File: src/rtl/bpt_pkg.sv
`timescale 1ns / 1ps

package bpt_pkg;

   // Defaults for the top-level parameters
   localparam int unsigned COEFF_COUNT_DEF         = 10;
   localparam int unsigned LOW_RANDOM_BITS_DEF     = 19;
   localparam int unsigned SCALE_FRACTION_BITS_DEF = 40;

   // Fixed field widths
   localparam int unsigned SAMPLE_W  = 32;
   localparam int unsigned MANT_BITS = 52;
   localparam int unsigned RHIGH_W   = MANT_BITS + 1;
   // Horner accumulator: Q1.52 plus one guard bit for the saturation check
   localparam int unsigned ACC_W     = MANT_BITS + 2;
   localparam int unsigned TABLE_LEN = 14;

   typedef struct packed {
      logic                 frac_zero;  // p is an integer: always accept
      logic                 low_ok;     // ceiling in range and low bits below bound
      logic [RHIGH_W-1:0]   rhigh;
   } bpt_side_type;

   // Horner coefficients of 2^z in Q1.52, highest degree first
   function automatic logic [ACC_W-1:0] poly_coeff(input int unsigned idx);
      logic [ACC_W-1:0] c;
      unique case (idx)
         4:       c = 54'd645325311;
         5:       c = 54'd5541203930;
         6:       c = 54'd69174903955;
         7:       c = 54'd693376144660;
         8:       c = 54'd6005044597685;
         9:       c = 54'd43316165850654;
         10:      c = 54'd250012565434892;
         11:      c = 54'd1081884006853646;
         12:      c = 54'd3121657384091635;
         13:      c = 54'd4503599627370496;
         default: c = '0;
      endcase
      return c;
   endfunction

endpackage

File: src/rtl/bpt_front.sv
`timescale 1ns / 1ps

// Scale product and decode: three stages.
module bpt_front
   import bpt_pkg::*;
#(
   parameter int unsigned LOW_RANDOM_BITS     = LOW_RANDOM_BITS_DEF,
   parameter int unsigned SCALE_FRACTION_BITS = SCALE_FRACTION_BITS_DEF
) (
   input  logic                           clock,
   input  logic                           reset,
   input  logic                           in_valid,
   input  logic [SAMPLE_W-1:0]            in_sample,
   input  logic [RHIGH_W-1:0]             in_rhigh,
   input  logic [LOW_RANDOM_BITS-1:0]     in_rlow,
   input  logic [SCALE_FRACTION_BITS-1:0] scale,
   output logic                           out_valid,
   output logic [SCALE_FRACTION_BITS-1:0] out_z,
   output bpt_side_type                   out_side
);

   localparam int unsigned F      = SCALE_FRACTION_BITS;
   localparam int unsigned SL     = F / 2;
   localparam int unsigned SH     = F - SL;
   localparam int unsigned PLO_W  = SAMPLE_W + SL;
   localparam int unsigned PHI_W  = SAMPLE_W + SH;
   localparam int unsigned PROD_W = SAMPLE_W + F;
   localparam int unsigned SH_W   = $clog2(LOW_RANDOM_BITS + 1);

   // stage 1: two partial products
   logic [2:0]                 valid_ff;
   logic [PLO_W-1:0]           p_lo_ff, p_lo_in;
   logic [PHI_W-1:0]           p_hi_ff, p_hi_in;
   logic [RHIGH_W-1:0]         rhigh1_ff, rhigh2_ff;
   logic [LOW_RANDOM_BITS-1:0] rlow1_ff, rlow2_ff;
   // stage 2: integer and fraction parts
   logic [PROD_W-1:0]          prod_in;
   logic [F-1:0]               frac_ff;
   logic [SAMPLE_W-1:0]        ipart_ff;
   // stage 3: z and flags
   logic [F-1:0]               z_ff, z_in;
   bpt_side_type               side_ff, side_in;
   logic [SH_W-1:0]            shift_amt;
   logic [LOW_RANDOM_BITS-1:0] rlow_shifted;

   assign p_lo_in = PLO_W'(in_sample) * PLO_W'(scale[SL-1:0]);
   assign p_hi_in = PHI_W'(in_sample) * PHI_W'(scale[F-1:SL]);

   assign prod_in = (PROD_W'(p_hi_ff) << SL) + PROD_W'(p_lo_ff);

   assign shift_amt    = SH_W'(LOW_RANDOM_BITS) - ipart_ff[SH_W-1:0];
   assign rlow_shifted = rlow2_ff >> shift_amt;

   always_comb begin
      z_in              = '0 - frac_ff;
      side_in.frac_zero = (frac_ff == '0);
      side_in.low_ok    = (ipart_ff <= SAMPLE_W'(LOW_RANDOM_BITS)) && (rlow_shifted == '0);
      side_in.rhigh     = rhigh2_ff;
   end

   always_ff @(posedge clock) begin
      if (reset) begin
         valid_ff <= '0;
      end else begin
         valid_ff <= {valid_ff[1:0], in_valid};
      end
   end

   always_ff @(posedge clock) begin
      p_lo_ff   <= p_lo_in;
      p_hi_ff   <= p_hi_in;
      rhigh1_ff <= in_rhigh;
      rlow1_ff  <= in_rlow;
      frac_ff   <= prod_in[F-1:0];
      ipart_ff  <= prod_in[PROD_W-1:F];
      rhigh2_ff <= rhigh1_ff;
      rlow2_ff  <= rlow1_ff;
      z_ff      <= z_in;
      side_ff   <= side_in;
   end

   assign out_valid = valid_ff[2];
   assign out_z     = z_ff;
   assign out_side  = side_ff;

endmodule

File: config.mk
export PLATFORM = sky130hd
export DESIGN_NAME = bpt_front
export DESIGN_NICKNAME = d
export VERILOG_FILES = /design/src/rtl/bpt_pkg.sv /design/src/rtl/bpt_front.sv
export SDC_FILE = /design/constraint.sdc
export NUM_CORES = 2
export LEC_CHECK = 0
export BUFFER_PORTS_ARGS = -buffer_cell sky130_fd_sc_hd__buf_2
export CAP_MARGIN = 15
export CORE_MARGIN = 8
export CORE_UTILIZATION = 59
export CTS_BUF_LIST = sky130_fd_sc_hd__clkbuf_4
export CTS_CLUSTER_SIZE = 40
export DETAILED_ROUTE_END_ITERATION = 16
export GPL_ROUTABILITY_DRIVEN = 0
export PLACE_DENSITY = 0.8
export SKIP_LAST_GASP = 1
export SLEW_MARGIN = 25
export SYNTH_ARGS = -nofsm -noshare
export SYNTH_HDL_FRONTEND = slang
export SYNTH_SLANG_ARGS = --single-unit
File: constraint.sdc
create_clock -name clock -period 6.95 [get_ports clock]
set_input_delay 0.3475 -clock clock [delete_from_list [all_inputs] [get_ports clock]]
set_output_delay 0.3475 -clock clock [all_outputs]
set_load 0.03 [all_outputs]
# After elaboration in Yosys (flattened, before gate mapping)
# Index checks and enable logic that the tools add are counted.
# totals
wordCells,23
ff_bits,418
# classes
shift,1
n_addsub,3
multipliers,2
order_cmp,1
n_reduce_logical,3
# op_table
operator,count
multiplier 32 x 20 -> 52 bit,2
adder 72 x 52 -> 72 bit,1
logical NOT 40 bit,1
subtractor 1 x 40 -> 40 bit (first input constant),1
less-or-equal comparator 32 x 5 -> 1 bit (second input constant),1
logical NOT 19 bit,1
right shift 19 x 5 -> 19 bit,1
subtractor 5 bit (first input constant),1
logical AND 1 bit,1

# Logic depth before layout (Yosys ltp)
# logic_depth
word_depth,4
depth_mapped,26
ltp_nobuf,25

# Least setup slack after synthesis
# No wires, ideal clock.
# synth_timing
path_kind,input to register
startpoint,input port scale[11]
endpoint,register p_lo_ff[38]
path_buffers,2
required_time_ns,6.823
arrival_ns,6.645
setup_time_ns,0.127
slack_ns,0.177
path_stages,25
cell_sequence,clkbuf_1 nand2_1 fa_1 inv_1 fa_1 inv_1 fa_1 inv_1 fa_1 fa_1 fa_1 inv_1 fa_1 inv_1 ha_1 clkbuf_1 a21oi_1 o21ai_1 a311o_1 a21o_1 a221oi_4 o211ai_1 a41oi_2 nor3_1 or3b_1
# synth_via
elab_chain_len,1
# synth_rtl
item,line_no,text
start: declaration,bpt_front.sv:16,"input logic [SCALE_FRACTION_BITS-1:0] scale,"
multiplier 32 x 20 -> 52 bit,bpt_front.sv:46,assign p_lo_in = PLO_W'(in_sample) * PLO_W'(scale[SL-1:0]);
net p_lo_in[38],bpt_front.sv:32,"logic [PLO_W-1:0] p_lo_ff, p_lo_in;"
end signal: assignment,bpt_front.sv:70,p_lo_ff <= p_lo_in;
end: declaration,bpt_front.sv:32,
# The timed path passes the listed nets, and every way through them passes these cells.
# A chain may end at the register's enable or synchronous reset.

# Worst setup path after layout
# layout_timing
startpoint,input port scale[4]
endpoint,register p_lo_ff[38]
# Same word-level chain as after synthesis.

==> impl_metrics.ini <==
[status]
status = finished, final reports clean

[synth]
synth_common_cells = 1189 x inv_1, 1073 x fa_1, 784 x nand2_1, 591 x and2_1, 418 x dfxtp_1
synth_edf_count = 0
yosys_warnings = 0
async_flop_share_pct = 0
ys_ff_latch = 418
synthFlopType = dfxtp_1
yosysTopAreaCell = fa_1
synth_cells = 5652
syn_area_sq_mm = 0.0528
synth.distinct_cells = 79
syn-mean-instance-area_sq_um = 9.35
syn-num-nets = 7230
yosysMostFrequentCell = inv_1
ys_top_cells_by_area = fa_1 41%, dfxtp_1 16%, ha_1 8.5%
synth_sequential_area_ratio_pct = 15.8
synth_top_area_share_pct = 40.7

[sta]
slew_viol_final = 0
setup_violations = 0
period_share_pct = 92.9
finalHoldViolCount = 0
fmax_mhz = 155
relSlewSlack_pct = 37.7
clock_skew_ns = 0.102
setup-tns-final_ns = 0
fin_crit_ns = 6.46
worst_pin_slew_ns = 0.930
setup_ws_ns = 0.494
rsz0062_at_grt = false
holdWs_ns = 0.137

[final_layout]
seqCellArea_sq_mm = 0.00837
layout-drive-gt1-share_pct = 12.0
fin_nets = 7680
multiInputGateArea_sq_mm = 0.0389
fillers = 6700
area_growth_pct = 12.1
postLayoutCellArea_sq_mm = 0.0592

[setup_path]
worstPathRequired_ns = 7.60
max_stage_delay_ns = 0.53
ff2ff_setup_slack_ns = 3.19
path_class = input pin to flip-flop
critPathBufInv = 7
critPathLaunchType = input pin
setup.worst_path.end_class = flip-flop
critPathLaunch = scale[4]
cp_num_cells = 25
crit_top_cell = fa_1
cp_top_family = adder cells
path_max_fanout = 20
ff2ff_path_depth = 10
worst_r2r_endpoint = ipart_ff[26]
r2r-start = p_lo_ff[31]
slowest_stage = fa_1
crit_arrival_ns = 7.11

[clock_network]
cts_tree = built
cts_resized = 0
numCtsBuffers = 95
path_clk_slew_ns = 0.07
cts_max_path_buffers = 3
clkSinkCount = 418
root_buffer = clkbuf_4
clk-insertion-delay-late_ns = 0.86
htreeDepth = 3

[drt]
top_layer = met5
ant_nets = 0
wl_met2_um = 65000
avgRoutedWirePerCell_um = 18.8
drtIter0Drc = 2838
wl_met1_um = 51300
wl_met3_um = 13000
num_vias = 40100
vias_per_cell = 5.47
routed_wl_um = 138000
drc = 0
first_pass_iters = 6

[die]
fp.dieH_um = 315
rows = 109
dieArea_sq_mm = 0.0994
coreArea_sq_mm = 0.0885
die_x_um = 315
initial_core_util_pct = 59.7
io_pins = 243

[global_route]
grt_usage_pct = 28.7
antenna_found_initial = 9
grt-ovfl-total = 0
grt_start_max_net_pins = 36
grt_pass1_vias = 44300
grt_pass1_wl_um = 226000

[min_path]
hold_depth = 2
hp-class = input pin to flip-flop
min_to = p_lo_ff[0]
hp-start = scale[0]

[flow_run]
max_cap_violations = 0

[placement]
postPlaceCellArea_sq_mm = 0.0572
port_buffers = 242
place_hpwl_um = 115000
pre_cts_slack_ns = -0.255
-- cells by family (layout without fill, tap and decap cells) --
kind of cell / Yosys count / in the layout / share of synthesized area (%)
fa+ha+maj: 1431 / 1431 / 49.1
flops: 418 / 418 / 15.8
simple gates: 1684 / 1684 / 15.8
compound gates: 455 / 455 / 5.67
other cells: 0 / 8 / 0
mux: 5 / 5 / 0.0971
buf+inv: 1482 / 2000 / 10.5
xor+xnor: 177 / 177 / 2.93
-- timing repair --
item	CTS	global route
endpoints found under the hold margin	75	0
setup buffers	0	0
hold buffers	74	0
-- placed cells by master (no fill, tap or decap), types with 85 or more instances in the layout --
| master | count |
|---|---|
| buf_2 | 242 |
| dfxtp_1 | 418 |
| clkbuf_4 | 124 |
| buf_4 | 306 |
| xnor2_1 | 113 |
| ha_1 | 358 |
| inv_1 | 1189 |
| nor2_1 | 88 |
| a21o_1 | 85 |
| fa_1 | 1073 |
| a21oi_1 | 142 |
| nand2_1 | 784 |
| and2_1 | 591 |
-- metrics by stage --
| stage | utilization (%) | cells |
|---|---|---|
| after floorplan | - | 5652 |
| after global placement | 64.6 | 7096 |
| after detailed placement | 64.6 | 7096 |
| after CTS | 66.9 | 7335 |
| after global routing | 66.9 | 7338 |
| final | 66.9 | 7343 |
-- sequential cells by signal, indices dropped and copies added, names as in the netlist --
| signal | flops |
|---|---|
| valid_ff | 3 |
| out_side | 55 |
| out_z | 40 |
| frac_ff | 40 |
| p_hi_ff | 52 |
| rlow2_ff | 19 |
| rhigh1_ff | 53 |
| p_lo_ff | 52 |
| rlow1_ff | 19 |
| rhigh2_ff | 53 |
| ipart_ff | 32 |
-- worst max path at each step --
stage | endpoint | slack [ns]
5_1_grt | p_lo_ff[38] | 0.27
2_1_floorplan | p_lo_ff[38] | 0.18
4_1_cts | p_lo_ff[38] | 0.62
3_5_place_dp | p_lo_ff[38] | -0.26
3_3_place_gp | p_lo_ff[38] | -0.26
6_report | p_lo_ff[38] | 0.49
-- layer usage --
| metal | vias up | global-route usage, % |
|---|---|---|
| met2 | 1891 | 47.8 |
| li1 | 17800 | - |
| met3 | 489 | 6.71 |
| met5 | - | 0 |
| met1 | 20000 | 34.3 |
| met4 | 6 | 15.8 |
-- cell type report --
| type | count | share of cell area, % |
|---|---|---|
| repair buffers | 646 | 7.99 |
| clock inverters | 41 | 0.627 |
| well taps | 1165 | 2.46 |
| clock buffers | 124 | 1.57 |
| inverters | 1189 | 7.54 |
| diodes | 8 | 0.0338 |
| flip-flops and latches | 418 | 14.1 |
| multi-input cells | 3752 | 65.7 |
-- worst register-to-register path, cell delays in order (launching register included) --
cell and delay, ns:
dfxtp_1 0.46, ha_1 0.38, a21o_1 0.22, a21o_1 0.19, a2111oi_2 0.38, o21ai_1 0.16
o41a_1 0.52, a41o_1 0.30, a31oi_1 0.72, nor4_1 0.17, xor2_1 0.19
Power is not shown: default switching activity piles up to over one toggle a cycle in this logic, so the estimate is an artifact.
