===== config.mk =====
export PLATFORM = sky130hd
export DESIGN_NAME = bpt_fifo
export DESIGN_NICKNAME = d
export VERILOG_FILES = /design/src/rtl/bpt_fifo.sv
export SDC_FILE = /design/constraint.sdc
export NUM_CORES = 1
export LEC_CHECK = 0
export ABC_CLOCK_PERIOD_IN_PS = 4600
export BUFFER_PORTS_ARGS = -buffer_cell sky130_fd_sc_hd__clkbuf_2
export CAP_MARGIN = 15
export CORE_MARGIN = 2
export CORE_UTILIZATION = 25
export DETAILED_ROUTE_END_ITERATION = 8
export HOLD_SLACK_MARGIN = 0.12
export MAX_ROUTING_LAYER = met4
export PLACE_DENSITY = 0.48
export SLEW_MARGIN = 0
export SYNTH_ARGS = -nofsm -noshare
export SYNTH_HDL_FRONTEND = slang
export SYNTH_SLANG_ARGS = --single-unit

===== constraint.sdc =====
create_clock -name clock -period 4.6 [get_ports clock]
set_input_delay 1.38 -clock clock [delete_from_list [all_inputs] [get_ports clock]]
set_output_delay 1.38 -clock clock [all_outputs]
set_load 0.005 [all_outputs]

===== src/rtl/bpt_fifo.sv =====
`timescale 1ns / 1ps

// Result queue; the upstream credit count keeps it from overflowing.
module bpt_fifo #(
   parameter int unsigned DEPTH = 32
) (
   input  logic clock,
   input  logic reset,
   input  logic push,
   input  logic push_data,
   input  logic pop,
   output logic head_valid,
   output logic head_data
);

   localparam int unsigned AW = $clog2(DEPTH);

   logic [DEPTH-1:0] data_ff;
   logic [AW:0]      wr_ptr_ff, rd_ptr_ff;

   always_ff @(posedge clock) begin
      if (reset) begin
         wr_ptr_ff <= '0;
         rd_ptr_ff <= '0;
      end else begin
         if (push) begin
            wr_ptr_ff <= wr_ptr_ff + 1'b1;
         end
         if (pop) begin
            rd_ptr_ff <= rd_ptr_ff + 1'b1;
         end
      end
   end

   always_ff @(posedge clock) begin
      if (push) begin
         data_ff[wr_ptr_ff[AW-1:0]] <= push_data;
      end
   end

   assign head_valid = (wr_ptr_ff != rd_ptr_ff);
   assign head_data  = data_ff[rd_ptr_ff[AW-1:0]];

endmodule


; ---- Word-level counts from Yosys, hierarchy flattened
; Cells that the tools add are included.
; Widths: inputs -> output; s select.
[totals]
latchBits = 0
rom_bits = 0
reg_bits = 44
input_bits = 5
ram_bits = 0
word_cells = 15
memories = 0
output_inout_bits = 2
[classes]
bitwise_logic = 0
add_sub_neg = 2
muxes = 5
magnitude_cmp = 3
eq_ne = 1
n_reduce_logical = 1
n_mul = 0
shift = 0
div = 0
[ops]
columns = cell, n
row1 = $bwmux 32, 1
row2 = $add 6x1->6 const B, 2
row3 = $lt 5x6->1 const B, 2
row4 = $ne 6x6->1, 1
row5 = $bmux 1 s5, 1
row6 = $demux 1 s5, 1
row7 = $ge 5x1->1 const B, 1
row8 = $mux 1, 2
row9 = $logic_and 1x1->1, 1

; ---- Longest topological paths before layout
; Gate-level depths: netlist of the first run.
[depth]
ltp_word = 5
depth_mapped = 6
ltp_nobuf = 4

; ---- Worst setup path before layout of the first run
; Ideal clock, no wire load.
[synth_path]
path_kind = register to output
start = register rd_ptr_ff[1]
end = output port head_data
arrival_ns = 1.277
t_required_ns = 3.220
n_path_buf = 1
slack_ns = 1.943
path_stages_with_launch = 6
cell_sequence = dfxtp_1 buf_6 mux4_2 nand2b_1 o2111ai_1 nand4_1
[synth_via]
elab_chain_cells = 2
[synth_rtl]
columns = item, line_no
row1 = from (decl), 19  ; logic [AW:0] wr_ptr_ff, rd_ptr_ff;
row2 = from (signal assigned), 30  ; rd_ptr_ff <= rd_ptr_ff + 1'b1;
row3 = $bmux 1 s5, 42  ; assign head_data = data_ff[rd_ptr_ff[AW-1:0]];
row4 = $mux 1 (implied by the code), 42
row5 = to (decl), 13  ; output logic head_data
; Every way passes these cells. The select of a mux whose other input is x is not followed.

; ---- Worst setup path in the final report of the first run
; Ends and elaborated chain as after synthesis.

==> impl_metrics.csv, run 1 <==
group,metric,value,unit
clock_network,cts-root-buf,"clkbuf_8",
setup_path,crit_required,3.22,ns
sta,hold_viol,0,
sta,slew_headroom,43.9,%
routing,route.detailed.drc,0,
clock_network,cts_resized,0,
place,place.gp.congestion,0.736,
clock_network,clock_path_buffers,2,
setup_path,path_max_fanout,16,
clock_network,cts.sinks,44,
setup_path,reg2reg_depth,2,
yosys,synth-seq-area-share,58.1,%
clock_network,htreeDepth,2,
routing,drt-initial-drc-count,83,
grt,antenna_found_initial,0,
place,preCtsSetupSlack,1.25,ns
routing,viasPerCell,4.36,
yosys,synth_nets,188,
layout,final_cell_mix,"nor2_1 (32), edfxtp_1 (32), dfxtp_1 (12)",
setup_path,critical_path_class,"reg2out",
sta,fin_ws,0.976,ns
yosys,syn_area,2070,sq um
grt,grt_pass1_wl,7.00,mm
layout,area_growth,9.74,%
sta,final.setup_skew,0.00544,ns
sta,max_slew.worst_pin.slew,0.841,ns
place,placed_cells,279,
setup_path,ff2ff_setup_slack,2.87,ns
yosys,synth_top_family_by_area,"simple AND/OR/NAND/NOR gates",
sta,finalSetupViolCount,0,
routing,highest_layer,"met4",
sta,period_needed,3.62,ns
layout,final_cells,286,
floorplan,num_rows,33,
power_and_ir_drop,powerDensity,333,nW/um^2
layout,diodes,0,
yosys,synthAdderAreaFrac,3.02,%
setup_path,worst_r2r_startpoint,"wr_ptr_ff[2]",
worst_hold_path,holdCritStartpoint,"wr_ptr_ff[5]",
clock_network,cts_made_buffers,5,
place,port_buffers,6,
sta,clock.fmax,0.276,GHz
floorplan,core_area,8130,sq um
setup_path,end_kind,"output pin",
floorplan,dieArea,9020,sq um
yosys,synth_seq_cells,44,
grt,grt_usage,11.2,%
yosys,synth.avg_cell_area,11.6,sq um
routing,wl_met2,2.07,mm
grt,grt_pass1_vias,1268,
routing,wirelength,4.28,mm
yosys,synth-xor-area-share,5.51,%
layout,layout-drive-gt1-share,9.94,%
sta,drv_slew,0,
power_and_ir_drop,power.leakage,0.720,nW
clock_network,postCtsSetupRepairBufs,0,
setup_path,startpoint_type,"register",
routing,wire_per_inst,15.0,um
routing,vias,1248,
sta,fin_crit_sh,78.8,%
layout,finalNetCount,191,
yosys,yosys.area_share.simple,17.5,%
clock_network,clkLatencyLatePin,0.30,ns
setup_path,critical_path_arrival,2.24,ns
clock_network,clk_pin_slew,0.08,ns
flow_run,cap_violations,0,
worst_hold_path,whs_path_depth,2,
grt,grt_max_degree,33,
yosys,synth_compound_area_share,2.96,%
floorplan,io_pins,7,
worst_hold_path,holdPathEnd,"wr_ptr_ff[5]",
routing,wl_met1,2.01,mm
setup_path,r2r_end,"data_ff[7]",
floorplan,fp.dieH,95.0,um
floorplan,die_x,95.0,um
power_and_ir_drop,peakVddDrop,0.000105,V
routing,antenna_left,0,
sta,setup_tns,0,ns
yosys,yosysUniqueCellTypes,30,
sta,rsz0062_at_grt,"false",
worst_hold_path,hold_class,"reg2reg",
floorplan,start_util,25.4,%
layout,final_util,27.9,%
routing,met3_length,133,um
clock_network,cts_hold_buf,0,
yosys,yosysWarningCount,0,
routing,first_pass_iters,4,
clock_network,cts_tree,"yes",
yosys,synthMuxAreaShare,9.68,%
status,status,"completed",
grt,grt.overflow.total,0,
yosys,syn_inst,178,
place,dp_hpwl,2.84,mm
sta,holdWs,0.505,ns
## report_power, final
| part | switching, mW | leakage, nW | internal, mW |
|---|---|---|---|
| Sequential | 0.0148 | 0.386 | 0.430 |
| Clock | 0.124 | 0.0503 | 0.134 |
| Combinational | 0.0275 | 0.284 | 0.0255 |
| Total | 0.166 | 0.720 | 0.589 |
## cells in the mapped netlist, drive strengths merged
library cell  number  area, sq um
dfxtp             12          240
or2                1         6.26
a21oi              4         20.0
xor2               8         70.1
nand2             11         41.3
a211oi             1         7.51
mux4               4         90.1
nor4               1         6.26
buf                8         48.8
xnor2              5         43.8
nor2b              2         12.5
nor3              11         55.1
and2               1         6.26
inv                3         11.3
nand3b             2         15.0
nand3              6         30.0
nand2b             3         18.8
or3                4         25.0
clkbuf             2         7.51
o2111ai            1         8.76
mux2i             11          110
nor2              32          120
o21ai              2         10.0
a22oi              2         15.0
ha                 5         62.6
nand4              4         25.0
edfxtp            32          961
## worst max path at each step
stage / slack, ns / end / cells past startpoint / start
after global routing: 0.81 / head_data / 5 / rd_ptr_ff[1]
after CTS: 0.93 / head_data / 5 / rd_ptr_ff[1]
after floorplan: 1.94 / head_data / 5 / rd_ptr_ff[1]
after detailed placement: 1.25 / head_data / 5 / rd_ptr_ff[1]
final: 0.98 / head_data / 5 / rd_ptr_ff[1]
after global placement: 1.28 / head_data / 5 / rd_ptr_ff[1]
## worst max-delay path, stage by stage, from the launching register on
cell	delay, ns
dfxtp_1	0.88
mux4_2	0.58
nand2b_1	0.15
o2111ai_1	0.12
nand4_1	0.11
clkbuf_2	0.12
## metal layers
| layer | vias up | global-route usage [%] |
|---|---|---|
| met5 | - | - |
| met1 | 595 | 13.6 |
| met2 | 10 | 17.8 |
| met4 | 0 | 4.35 |
| li1 | 637 | - |
| met3 | 6 | 3.11 |
## stage by stage
| step | power (mW) | cell area (sq um) |
|---|---|---|
| after global routing | 0.785 | 2270 |
| after detailed placement | 0.508 | 2170 |
| final | 0.755 | 2270 |
| after global placement | 0.508 | 2170 |
| after floorplan | 0.491 | 2070 |
| after CTS | 0.762 | 2270 |
## logic make-up after synthesis
| kind of cell | after synthesis |
|---|---|
| xor gates and xnor gates | 13 |
| muxes | 15 |
| AOI/OAI and AO/OA | 10 |
| adders and majority gates | 5 |
| buffers and inverters | 13 |
| DFF | 44 |
| and+or+nand+nor | 78 |
## state kept, by name (all words and copies together) (netlist names)
name and flops:
rd_ptr_ff 6, data_ff 32, wr_ptr_ff 6
## cell type report
class	instances	area [sq um]
flip-flops and latches	44	1200
multi-input cells	121	800
well taps	105	131
clock buffers	7	96.3
fillers	847	5860
repair buffers	6	30.0
inverters	3	11.3
Power figures use the tool's default switching activity.
==> run 2, diff against run 1 <==
ABC_CLOCK_PERIOD_IN_PS = 3500   (was 4600)
clock period = 3.5 ns   (was 4.6 ns; I/O delays follow)
==> run 2 against run 1 <==
Setup slack worse by 0.50 ns. Global-route usage fell by 0.54 points. Clock power rose by 48%. Register-to-register slack worse by 0.99 ns. Critical path type unchanged. Critical endpoint unchanged. Clock skew up 0.0018 ns. Critical path depth stayed put. Die area unchanged. Largest cell class unchanged. Count of clock-buffer cells in the layout is 1 lower. Largest power group unchanged. Sequential share of layout area is 0.61 points lower. First-iteration DRC count grew 22%. Via count grew 4.2%.
==> impl_metrics.csv, run 2 (synthesis gave the netlist of run 1 again) <==
group,metric,value,unit
sta,hold_viol,0,
sta,max_slew.worst_pin.slew,0.565,ns
power_and_ir_drop,peakVddDrop,0.000186,V
clock_network,cts.sinks,44,
layout,layout-drive-gt1-share,10.9,%
power_and_ir_drop,p_clk_share,36.9,%
grt,antenna_found_initial,0,
routing,first_pass_iters,4,
clock_network,cts-root-buf,"clkbuf_8",
power_and_ir_drop,swShare,21.9,%
layout,diodes,0,
clock_network,postCtsSetupRepairBufs,0,
setup_path,critical_path_class,"reg2out",
routing,route.detailed.drc,0,
clock_network,clkLatencyLatePin,0.30,ns
layout,final_cell_mix,"nor2_1 (32), edfxtp_1 (32), dfxtp_1 (12)",
setup_path,reg2reg_depth,4,
routing,viasPerCell,4.50,
grt,grt_pass1_vias,1307,
setup_path,slowest_delay,0.60,ns
sta,period_needed,3.02,ns
floorplan,core_area,8130,sq um
grt,grt.overflow.total,0,
floorplan,io_pins,7,
worst_hold_path,hold_class,"reg2reg",
setup_path,crit_chain,"mux4_2, nand2b_1, o2111ai_1, nand4_1, clkbuf_2",
sta,drv_slew,0,
routing,wl_met2,1.95,mm
flow_run,cap_violations,0,
floorplan,fp.dieH,95.0,um
sta,finalSetupViolCount,0,
sta,rsz0062_at_grt,"false",
setup_path,startpoint_type,"register",
power_and_ir_drop,p_comb_share,7.4,%
clock_network,clk_pin_slew,0.08,ns
sta,clock.fmax,0.331,GHz
routing,met3_length,134,um
power_and_ir_drop,power.leakage,0.735,nW
sta,fin_crit_sh,86.4,%
place,placed_cells,281,
routing,drt-initial-drc-count,101,
power_and_ir_drop,internal_power,812,uW
setup_path,critical_path_arrival,1.97,ns
clock_network,cts_resized,0,
routing,highest_layer,"met4",
sta,slew_headroom,62.3,%
sta,setup_tns,0,ns
layout,nFillCells,845,
sta,final.setup_skew,0.00722,ns
clock_network,cts_made_buffers,5,
power_and_ir_drop,seqPwrFrac,55.7,%
clock_network,clock_path_buffers,2,
sta,fin_ws,0.476,ns
routing,wire_per_inst,14.5,um
layout,largest_register_ff_count,32,
grt,grt_usage,10.7,%
floorplan,start_util,25.4,%
status,status,"completed",
routing,vias,1301,
floorplan,die_x,95.0,um
place,preCtsSetupSlack,0.786,ns
clock_network,cts_tree,"yes",
place,port_buffers,6,
routing,wl_met1,2.03,mm
setup_path,end_kind,"output pin",
floorplan,dieArea,9020,sq um
setup_path,cpMaxStageDelayCell,"dfxtp_1",
routing,antenna_left,0,
power_and_ir_drop,powerDensity,452,nW/um^2
place,dp_hpwl,2.92,mm
grt,grt_max_degree,33,
clock_network,htreeDepth,2,
setup_path,path_max_fanout,8,
setup_path,crit_required,2.45,ns
grt,grt_pass1_wl,6.92,mm
layout,finalNetCount,193,
layout,area_growth,11.0,%
clock_network,cts_hold_buf,0,
place,place.gp.congestion,0.797,
routing,wirelength,4.18,mm
floorplan,num_rows,33,
power_and_ir_drop,p_sw,227,uW
layout,final_cells,289,
worst_hold_path,whs_path_depth,2,
-- run 2: cell types whose count changed in the layout (fill, tap and decap cells not counted), sizes merged --
cell    delta
clkbuf     -1
bufinv     +1
buf        +2
clkinv     +1
-- run 2: area by class of cell --
cell class                      instances  area (sq um)  share of cell area, %
Clock buffer                            6          72.6                   3.16
Sequential cell                        44          1200                   52.3
Timing Repair Buffer                    8          45.0                   1.96
Tap cell                              105           131                   5.72
Inverter                                3          11.3                  0.490
Clock inverter                          2          35.0                   1.53
Multi-Input combinational cell        121           800                   34.8
-- run 2: worst paths after layout --
check	from	end	slack, ns
min	wr_ptr_ff[5]	wr_ptr_ff[5]	0.50
min reg2reg	wr_ptr_ff[5]	wr_ptr_ff[5]	0.50
max reg2reg	wr_ptr_ff[0]	data_ff[3]	1.88
max	rd_ptr_ff[1]	head_data	0.48
-- run 2: critical path, delay by kind of cell, from the launching register on --
family	cells	cell delay (ns)
flops	1	0.60
compound gates	1	0.12
mux	1	0.55
buf+inv	1	0.13
simple gates	2	0.28
-- run 2: metrics by stage --
step	hold slack, ns	cell area [sq um]	total power, mW	util (%)
6_report	0.502	2300	1.04	28.2
2_1_floorplan	0.463	2070	0.645	-
4_1_cts	0.509	2300	1.05	28.2
3_5_place_dp	0.496	2190	0.670	26.9
5_1_grt	0.537	2300	1.08	28.2
3_3_place_gp	0.485	2190	0.669	26.9
-- run 2: power by group through the flow --
stage / combinational, mW / sequential, mW / clock (mW)
3_5_place_dp: 0.0779 / 0.592 / 0
5_1_grt: 0.0868 / 0.582 / 0.411
4_1_cts: 0.0787 / 0.580 / 0.390
6_report: 0.0767 / 0.579 / 0.383
2_1_floorplan: 0.0632 / 0.582 / 0
3_3_place_gp: 0.0778 / 0.592 / 0
-- run 2: metal layers --
metal,track usage (%),up-vias
li1,-,641
met1,13.5,635
met2,16.6,20
met3,2.87,5
met4,3.62,0
met5,-,-
